### src/hdl/fdc_pkg.sv
`timescale 1ns / 1ps
// ============================================================================
// fdc_pkg
// Types and constants for the single/double precision format converter.
// ============================================================================
package fdc_pkg;

    // Conversion direction carried in tuser
    typedef enum logic [0:0] {
        ACT_WIDEN  = 1'b0,
        ACT_NARROW = 1'b1
    } action_t;

    // Field widths of the two formats
    localparam int SGL_EXP_W  = 8;
    localparam int SGL_FRAC_W = 23;
    localparam int DBL_EXP_W  = 11;
    localparam int DBL_FRAC_W = 52;

    // Exponent codes and bias arithmetic
    localparam logic [SGL_EXP_W-1:0] SGL_EXP_MAX = 8'hff;
    localparam logic [DBL_EXP_W-1:0] DBL_EXP_MAX = 11'h7ff;
    localparam int SGL_BIAS  = 127;
    localparam int DBL_BIAS  = 1023;
    localparam logic [DBL_EXP_W-1:0] BIAS_DIFF = DBL_EXP_W'(DBL_BIAS - SGL_BIAS);
    // Lowest double exponent that overflows a single
    localparam logic [DBL_EXP_W-1:0] NARROW_OVF_EXP =
        DBL_EXP_W'(DBL_BIAS - SGL_BIAS + 255);

    // Fraction bits dropped when narrowing
    localparam int FRAC_SHIFT = DBL_FRAC_W - SGL_FRAC_W;

    // Stage 1: captured operand with classification
    typedef struct packed {
        action_t                 action;
        logic [63:0]             operand;
        logic [4:0]              lz;
        logic                    w_exp_zero;
        logic                    w_exp_max;
        logic                    w_man_zero;
        logic                    n_zero;
        logic                    n_special;
        logic                    n_over;
        logic                    n_under;
    } st1_t;

    // Stage 2: converted magnitude words
    typedef struct packed {
        action_t                 action;
        logic                    sign;
        logic [62:0]             w_word;
        logic [30:0]             n_word;
    } st2_t;

endpackage

### src/hdl/float_double_format_converter.sv
`timescale 1ns / 1ps
// ============================================================================
// float_double_format_converter
// Pipelined IEEE 754 single <-> double conversion: widening with denormal
// normalisation, narrowing with half-up rounding, saturation and flush.
// ============================================================================
//
//  channel   | ports                         | contents
//  ----------+-------------------------------+------------------------------
//  input     | s_tvalid s_tready s_tdata/user| operand (64), action (tuser)
//  result    | m_tvalid m_tready m_tdata     | result (64)
//
//  One transfer per cycle sustained while m_tready is high; an input
//  transfer reaches m_tvalid through three registered stages (classify and
//  leading-zero count, shift/round, output register).
//  aresetn (synchronous, active low) empties all three stages.
//  A stage holds while the stage after it is full and stalled; bubbles
//  close up, so s_tready falls only when every stage is full and m_tready
//  is low.
//
module float_double_format_converter (
    input  logic        aclk,
    input  logic        aresetn,
    input  logic        s_tvalid,
    output logic        s_tready,
    input  logic [63:0] s_tdata,   // [63:0] operand
    input  logic        s_tuser,   // [0] action
    output logic        m_tvalid,
    input  logic        m_tready,
    output logic [63:0] m_tdata    // [63:0] result
);
    import fdc_pkg::*;

    logic        v1_reg, v2_reg, v3_reg;
    st1_t        s1_reg, s1_next;
    st2_t        s2_reg, s2_next;
    logic [63:0] res_reg, res_next;
    action_t     act3_reg;
    logic        rdy1, rdy2, rdy3;

    // Stage enables: a stage loads when empty or when its contents move on
    assign rdy3     = !v3_reg || m_tready;
    assign rdy2     = !v2_reg || rdy3;
    assign rdy1     = !v1_reg || rdy2;
    assign s_tready = rdy1;

    // ---------------- stage 1: classify ----------------
    logic [SGL_FRAC_W-1:0] in_man;
    logic [SGL_EXP_W-1:0]  in_sexp;
    logic [DBL_EXP_W-1:0]  in_dexp;
    logic [4:0]            lz_cnt;

    assign in_man  = s_tdata[SGL_FRAC_W-1:0];
    assign in_sexp = s_tdata[30:SGL_FRAC_W];
    assign in_dexp = s_tdata[62:DBL_FRAC_W];

    // Count leading zeros of the single fraction; highest set bit wins
    always_comb begin
        lz_cnt = 5'd0;
        for (int i = 0; i < SGL_FRAC_W; i++) begin
            if (in_man[i]) begin
                lz_cnt = 5'(SGL_FRAC_W - 1 - i);
            end
        end
    end

    always_comb begin
        s1_next.action     = action_t'(s_tuser);
        s1_next.operand    = s_tdata;
        s1_next.lz         = lz_cnt;
        s1_next.w_exp_zero = (in_sexp == '0);
        s1_next.w_exp_max  = (in_sexp == SGL_EXP_MAX);
        s1_next.w_man_zero = (in_man == '0);
        s1_next.n_zero     = (in_dexp == '0) && (s_tdata[DBL_FRAC_W-1:0] == '0);
        s1_next.n_special  = (in_dexp == DBL_EXP_MAX);
        s1_next.n_over     = (in_dexp >= NARROW_OVF_EXP);
        s1_next.n_under    = (in_dexp <= BIAS_DIFF);
    end

    // ---------------- stage 2: shift, rebias, round ----------------
    logic [SGL_FRAC_W-1:0] s2_man;
    logic [SGL_FRAC_W-1:0] s2_norm;
    logic [SGL_EXP_W-1:0]  s2_sexp;
    logic [DBL_EXP_W-1:0]  s2_dexp;
    logic [SGL_EXP_W-1:0]  s2_fe;
    logic [30:0]           s2_sum;

    assign s2_man  = s1_reg.operand[SGL_FRAC_W-1:0];
    assign s2_sexp = s1_reg.operand[30:SGL_FRAC_W];
    assign s2_dexp = s1_reg.operand[62:DBL_FRAC_W];
    // Bring the leading one to the top bit of the fraction field
    assign s2_norm = s2_man << s1_reg.lz;
    assign s2_fe   = SGL_EXP_W'(s2_dexp - BIAS_DIFF);
    // Round half-up; a carry out of the fraction lifts the exponent
    assign s2_sum  = {s2_fe, s1_reg.operand[DBL_FRAC_W-1:FRAC_SHIFT]}
                     + 31'(s1_reg.operand[FRAC_SHIFT-1]);

    always_comb begin
        s2_next.action = s1_reg.action;
        s2_next.sign   = (s1_reg.action == ACT_WIDEN) ? s1_reg.operand[31]
                                                      : s1_reg.operand[63];
        // Widening
        priority if (s1_reg.w_exp_zero && s1_reg.w_man_zero) begin
            s2_next.w_word = '0;
        end else if (s1_reg.w_exp_zero) begin
            // Denormal: exponent drops by one per shift past the first
            s2_next.w_word = {BIAS_DIFF - DBL_EXP_W'(s1_reg.lz),
                              s2_norm[SGL_FRAC_W-2:0], 1'b0,
                              {FRAC_SHIFT{1'b0}}};
        end else if (s1_reg.w_exp_max) begin
            s2_next.w_word = {DBL_EXP_MAX, s2_man, {FRAC_SHIFT{1'b0}}};
        end else begin
            s2_next.w_word = {DBL_EXP_W'(s2_sexp) + BIAS_DIFF, s2_man,
                              {FRAC_SHIFT{1'b0}}};
        end
        // Narrowing
        priority if (s1_reg.n_zero) begin
            s2_next.n_word = '0;
        end else if (s1_reg.n_special) begin
            s2_next.n_word = {SGL_EXP_MAX, s1_reg.operand[DBL_FRAC_W-1:FRAC_SHIFT]};
        end else if (s1_reg.n_over) begin
            s2_next.n_word = {SGL_EXP_MAX, {SGL_FRAC_W{1'b0}}};
        end else if (s1_reg.n_under) begin
            s2_next.n_word = '0;
        end else begin
            s2_next.n_word = s2_sum;
        end
    end

    // ---------------- stage 3: pack result ----------------
    always_comb begin
        unique case (s2_reg.action)
            ACT_WIDEN:  res_next = {s2_reg.sign, s2_reg.w_word};
            ACT_NARROW: res_next = {32'b0, s2_reg.sign, s2_reg.n_word};
            default:    res_next = '0;
        endcase
    end

    // Valid bits
    always_ff @(posedge aclk) begin
        if (!aresetn) begin
            v1_reg <= 1'b0;
            v2_reg <= 1'b0;
            v3_reg <= 1'b0;
        end else begin
            if (rdy1) v1_reg <= s_tvalid;
            if (rdy2) v2_reg <= v1_reg;
            if (rdy3) v3_reg <= v2_reg;
        end
    end

    // Payload: advance with each stage, hold while stalled
    always_ff @(posedge aclk) begin
        if (rdy1) s1_reg <= s1_next;
        if (rdy2) s2_reg <= s2_next;
        if (rdy3) begin
            res_reg  <= res_next;
            act3_reg <= s2_reg.action;
        end
    end

    assign m_tvalid = v3_reg;
    assign m_tdata  = res_reg;

    // ---------------- checks ----------------
    a_ready_only_on_stall: assert property (@(posedge aclk) disable iff (!aresetn)
        !s_tready |-> (v1_reg && v2_reg && v3_reg && !m_tready))
        else $error("input stalled while pipeline had room");

    a_narrow_upper_zero: assert property (@(posedge aclk) disable iff (!aresetn)
        (m_tvalid && act3_reg == ACT_NARROW) |-> (m_tdata[63:32] == 32'b0))
        else $error("narrowed result has upper bits set");

    a_full_refill: assert property (@(posedge aclk) disable iff (!aresetn)
        (v2_reg && m_tvalid && m_tready) |=> m_tvalid)
        else $error("item in stage 2 lost on output transfer");

    a_stall_holds_stage2: assert property (@(posedge aclk) disable iff (!aresetn)
        (v2_reg && v3_reg && !m_tready) |=> (v2_reg && $stable(s2_reg)))
        else $error("stage 2 changed while stalled");

endmodule
### config.mk
export PLATFORM = sky130hd
export DESIGN_NAME = float_double_format_converter
export DESIGN_NICKNAME = d
export VERILOG_FILES = /design/src/hdl/fdc_pkg.sv /design/src/hdl/float_double_format_converter.sv
export SDC_FILE = /design/constraint.sdc
export NUM_CORES = 1
export LEC_CHECK = 0
export ABC_AREA = 1
export ABC_CLOCK_PERIOD_IN_PS = 19160
export BUFFER_PORTS_ARGS = -buffer_cell sky130_fd_sc_hd__buf_2
export CAP_MARGIN = 20
export CORE_MARGIN = 3
export CORE_UTILIZATION = 46
export CTS_CLUSTER_DIAMETER = 80
export CTS_CLUSTER_SIZE = 24
export DETAILED_ROUTE_END_ITERATION = 6
export PLACE_DENSITY = 0.66
export SKIP_CTS_REPAIR_TIMING = 1
export SLEW_MARGIN = 20
export SYNTH_ARGS = -nofsm -noshare
export SYNTH_HDL_FRONTEND = slang
export SYNTH_SLANG_ARGS = --single-unit
### constraint.sdc
create_clock -name aclk -period 19.16 [get_ports aclk]
set_clock_uncertainty 0.05 [all_clocks]
set_input_delay 5.748 -clock aclk [delete_from_list [all_inputs] [get_ports aclk]]
set_output_delay 5.748 -clock aclk [all_outputs]
set_load 0.01 [all_outputs]
==> impl_metrics.json <==
{
  "status": "finished, final reports clean",
  "period_share": 0.713,
  "grt_pass1_wl_um": 33100,
  "hold_ws_ps": 402,
  "cp.arrival_ps": 7860,
  "cts_buffer_depth": 3,
  "slowest_stage": "nand2_4",
  "antenna_found_initial": 0,
  "grt_pass1_vias": 6039,
  "synth_area_leaders": "edfxtp_1, nand2_1, inv_1, o21ai_0, nor2_1",
  "fin_tns_setup_ps": 0,
  "crit_type": "primary input to output port",
  "gp_congestion": 0.927,
  "syn_area_um2": 9600,
  "layout-drive-gt1-share": 0.175,
  "synth_commonest_cells": "edfxtp_1, nand2_1, inv_1",
  "antennaDiodeCount": 0,
  "synth_cells": 952,
  "syn-num-nets": 1024,
  "max_freq_mhz": 73.2,
  "die_w_um": 150,
  "tightestPinTransition_ps": 1010,
  "path_max_fanout": 76,
  "wl_met2_um": 8360,
  "detail_route.iter0.violations": 621,
  "cts_root_buf": "clkbuf_16",
  "num-nets-final": 1146,
  "maxSlewHeadroom": 0.328,
  "cts.sinks": 206,
  "grt_start_max_net_pins": 77,
  "wl_um": 21500,
  "synth_seq_area_share": 0.641,
  "placementRows": 52,
  "synth_top_flop_cell": "edfxtp_1",
  "synth.largest_area_cell": "edfxtp_1",
  "critical_path.startpoint_type": "primary input",
  "syn_avg_cell_area_um2": 10.1,
  "drc": 0,
  "cts_buffers": 13,
  "initial_core_util": 0.471,
  "ios": 135,
  "hpwl_um": 15900,
  "largest_reg_flops": 74,
  "routed.top_layer": "met4",
  "critical_path.cell_chain": "buf_2, inv_1, nand2_2, buf_4, nor2_1, nand2_4, buf_2",
  "irDropWorstVdd_mv": 0.0466,
  "synth_cell_type_count": 49,
  "synth_top_area_frac": 0.635,
  "finalHoldViolCount": 0,
  "clk_pin_slew_worst_paths_ps": 90,
  "max_stage_delay_ps": 750,
  "synth-warning-count": 0,
  "cpMostUsedCell": "buf_2",
  "area_growth_pct": 14.0,
  "route.met3.wl_um": 1460,
  "layout_min_cycle_time_ps": 13660,
  "cts_tree": "yes",
  "hold_path_class": "flop to flop",
  "die_y_um": 150,
  "grt_overflow": 0,
  "clock_latency_ps": 480,
  "via_per_inst": 5.03,
  "maxCapViolCount": 0,
  "async_flop_share": 0,
  "rsz0062_at_grt": "false",
  "drv_slew": 0,
  "crit_path_end_kind": "output port",
  "p_leak_nw": 4.97,
  "die-area_um2": 22600,
  "first_pass_iters": 5,
  "yosys.cell_count.top_type": "edfxtp_1",
  "htree_levels": 1,
  "ys_seq_elements": 206,
  "synth-edff-count": 203,
  "vias": 6792,
  "power_density_nw_per_um2": 83.2,
  "setup_violations": 0,
  "portBuffers": 134,
  "crit_required_ps": 13360,
  "core_um2": 20400,
  "ant_nets": 0,
  "gr-usage-all-layers": 0.186,
  "route.detailed.wl_per_inst_um": 15.9,
  "wl_met1_um": 11500
}
==> logic make-up (layout without fill, tap and decap cells) <==
family                   Yosys count  after routing  share of synthesized area
adder cells (fa/ha/maj)            3              3                    0.00391
XOR/XNOR                           1              1                   0.000912
flip-flops                       206            206                      0.641
AND/OR/NAND/NOR                  373            373                      0.171
multiplexers                       7              7                    0.00756
AO/OA/AOI/OAI                    167            167                     0.0992
buffers and inverters            195            324                     0.0768
==> power breakdown <==
| group | switching, W | internal [W] | leakage (nW) |
|---|---|---|---|
| clock | 0.000147 | 0.000145 | 0.201 |
| sequential | 0.0000139 | 0.000522 | 2.28 |
| combinational | 0.0000529 | 0.0000301 | 2.49 |
| total | 0.000214 | 0.000697 | 4.97 |
==> through the flow <==
stage	utilization	power [W]	worst slack, ps	cells	instance area [um2]
2_1_floorplan	-	0.000591	4280	952	9600
3_3_place_gp	0.517	0.000628	5530	1329	10500
3_5_place_dp	0.517	0.000629	5480	1329	10500
4_1_cts	0.538	0.000920	5480	1351	11000
5_1_grt	0.538	0.000952	5250	1351	11000
6_report	0.538	0.000911	5500	1351	11000
==> metal layers <==
| metal | up-vias | global-route usage |
|---|---|---|
| li1 | 3467 | - |
| met4 | 0 | 0.0329 |
| met2 | 213 | 0.246 |
| met5 | - | 0 |
| met3 | 12 | 0.0268 |
| met1 | 3100 | 0.322 |
==> critical path: cells and delay by family <==
| kind | cells | cell delay [ps] |
|---|---|---|
| buf+inv | 4 | 1000 |
| simple gates | 3 | 1020 |
==> area by class of cell <==
cell class	count	area, um2
Clock buffer	18	344
Clock inverter	4	77.6
Fill cell	1849	9410
Inverter	164	616
Multi-Input combinational cell	551	2720
Sequential cell	206	6160
Tap cell	270	338
Timing Repair Buffer	138	701
==> layout by cell type (no fill, tap or decap), types with 3 or more instances in the layout <==
master / Yosys / routed
a21oi_1: 45 / 45
a31oi_1: 7 / 7
buf_2: 1 / 134
buf_4: 1 / 4
clkbuf_1: 27 / 5
clkbuf_16: 0 / 13
dfxtp_1: 3 / 3
edfxtp_1: 203 / 203
ha_1: 3 / 3
inv_1: 158 / 157
inv_2: 4 / 5
mux2i_1: 5 / 5
nand2_1: 192 / 190
nand2_2: 3 / 4
nand3_1: 21 / 21
nand4_1: 13 / 13
nor2_1: 89 / 89
nor2_2: 7 / 7
nor3_1: 14 / 14
nor4_1: 16 / 16
o211ai_1: 9 / 9
o21ai_0: 72 / 72
o22ai_1: 14 / 14
or2_2: 4 / 4
==> path summary, 6_finish.rpt <==
check	start	endpoint	slack (ps)	cells after the start
setup reg to reg	s1_reg[6]	s2_reg[62]	15860	6
setup / recovery	m_tready	s_tready	5500	7
hold / removal	v2_reg	m_tvalid	400	2
hold reg to reg	v2_reg	m_tvalid	400	2
No activity file was read; power rests on OpenSTA's default activity.
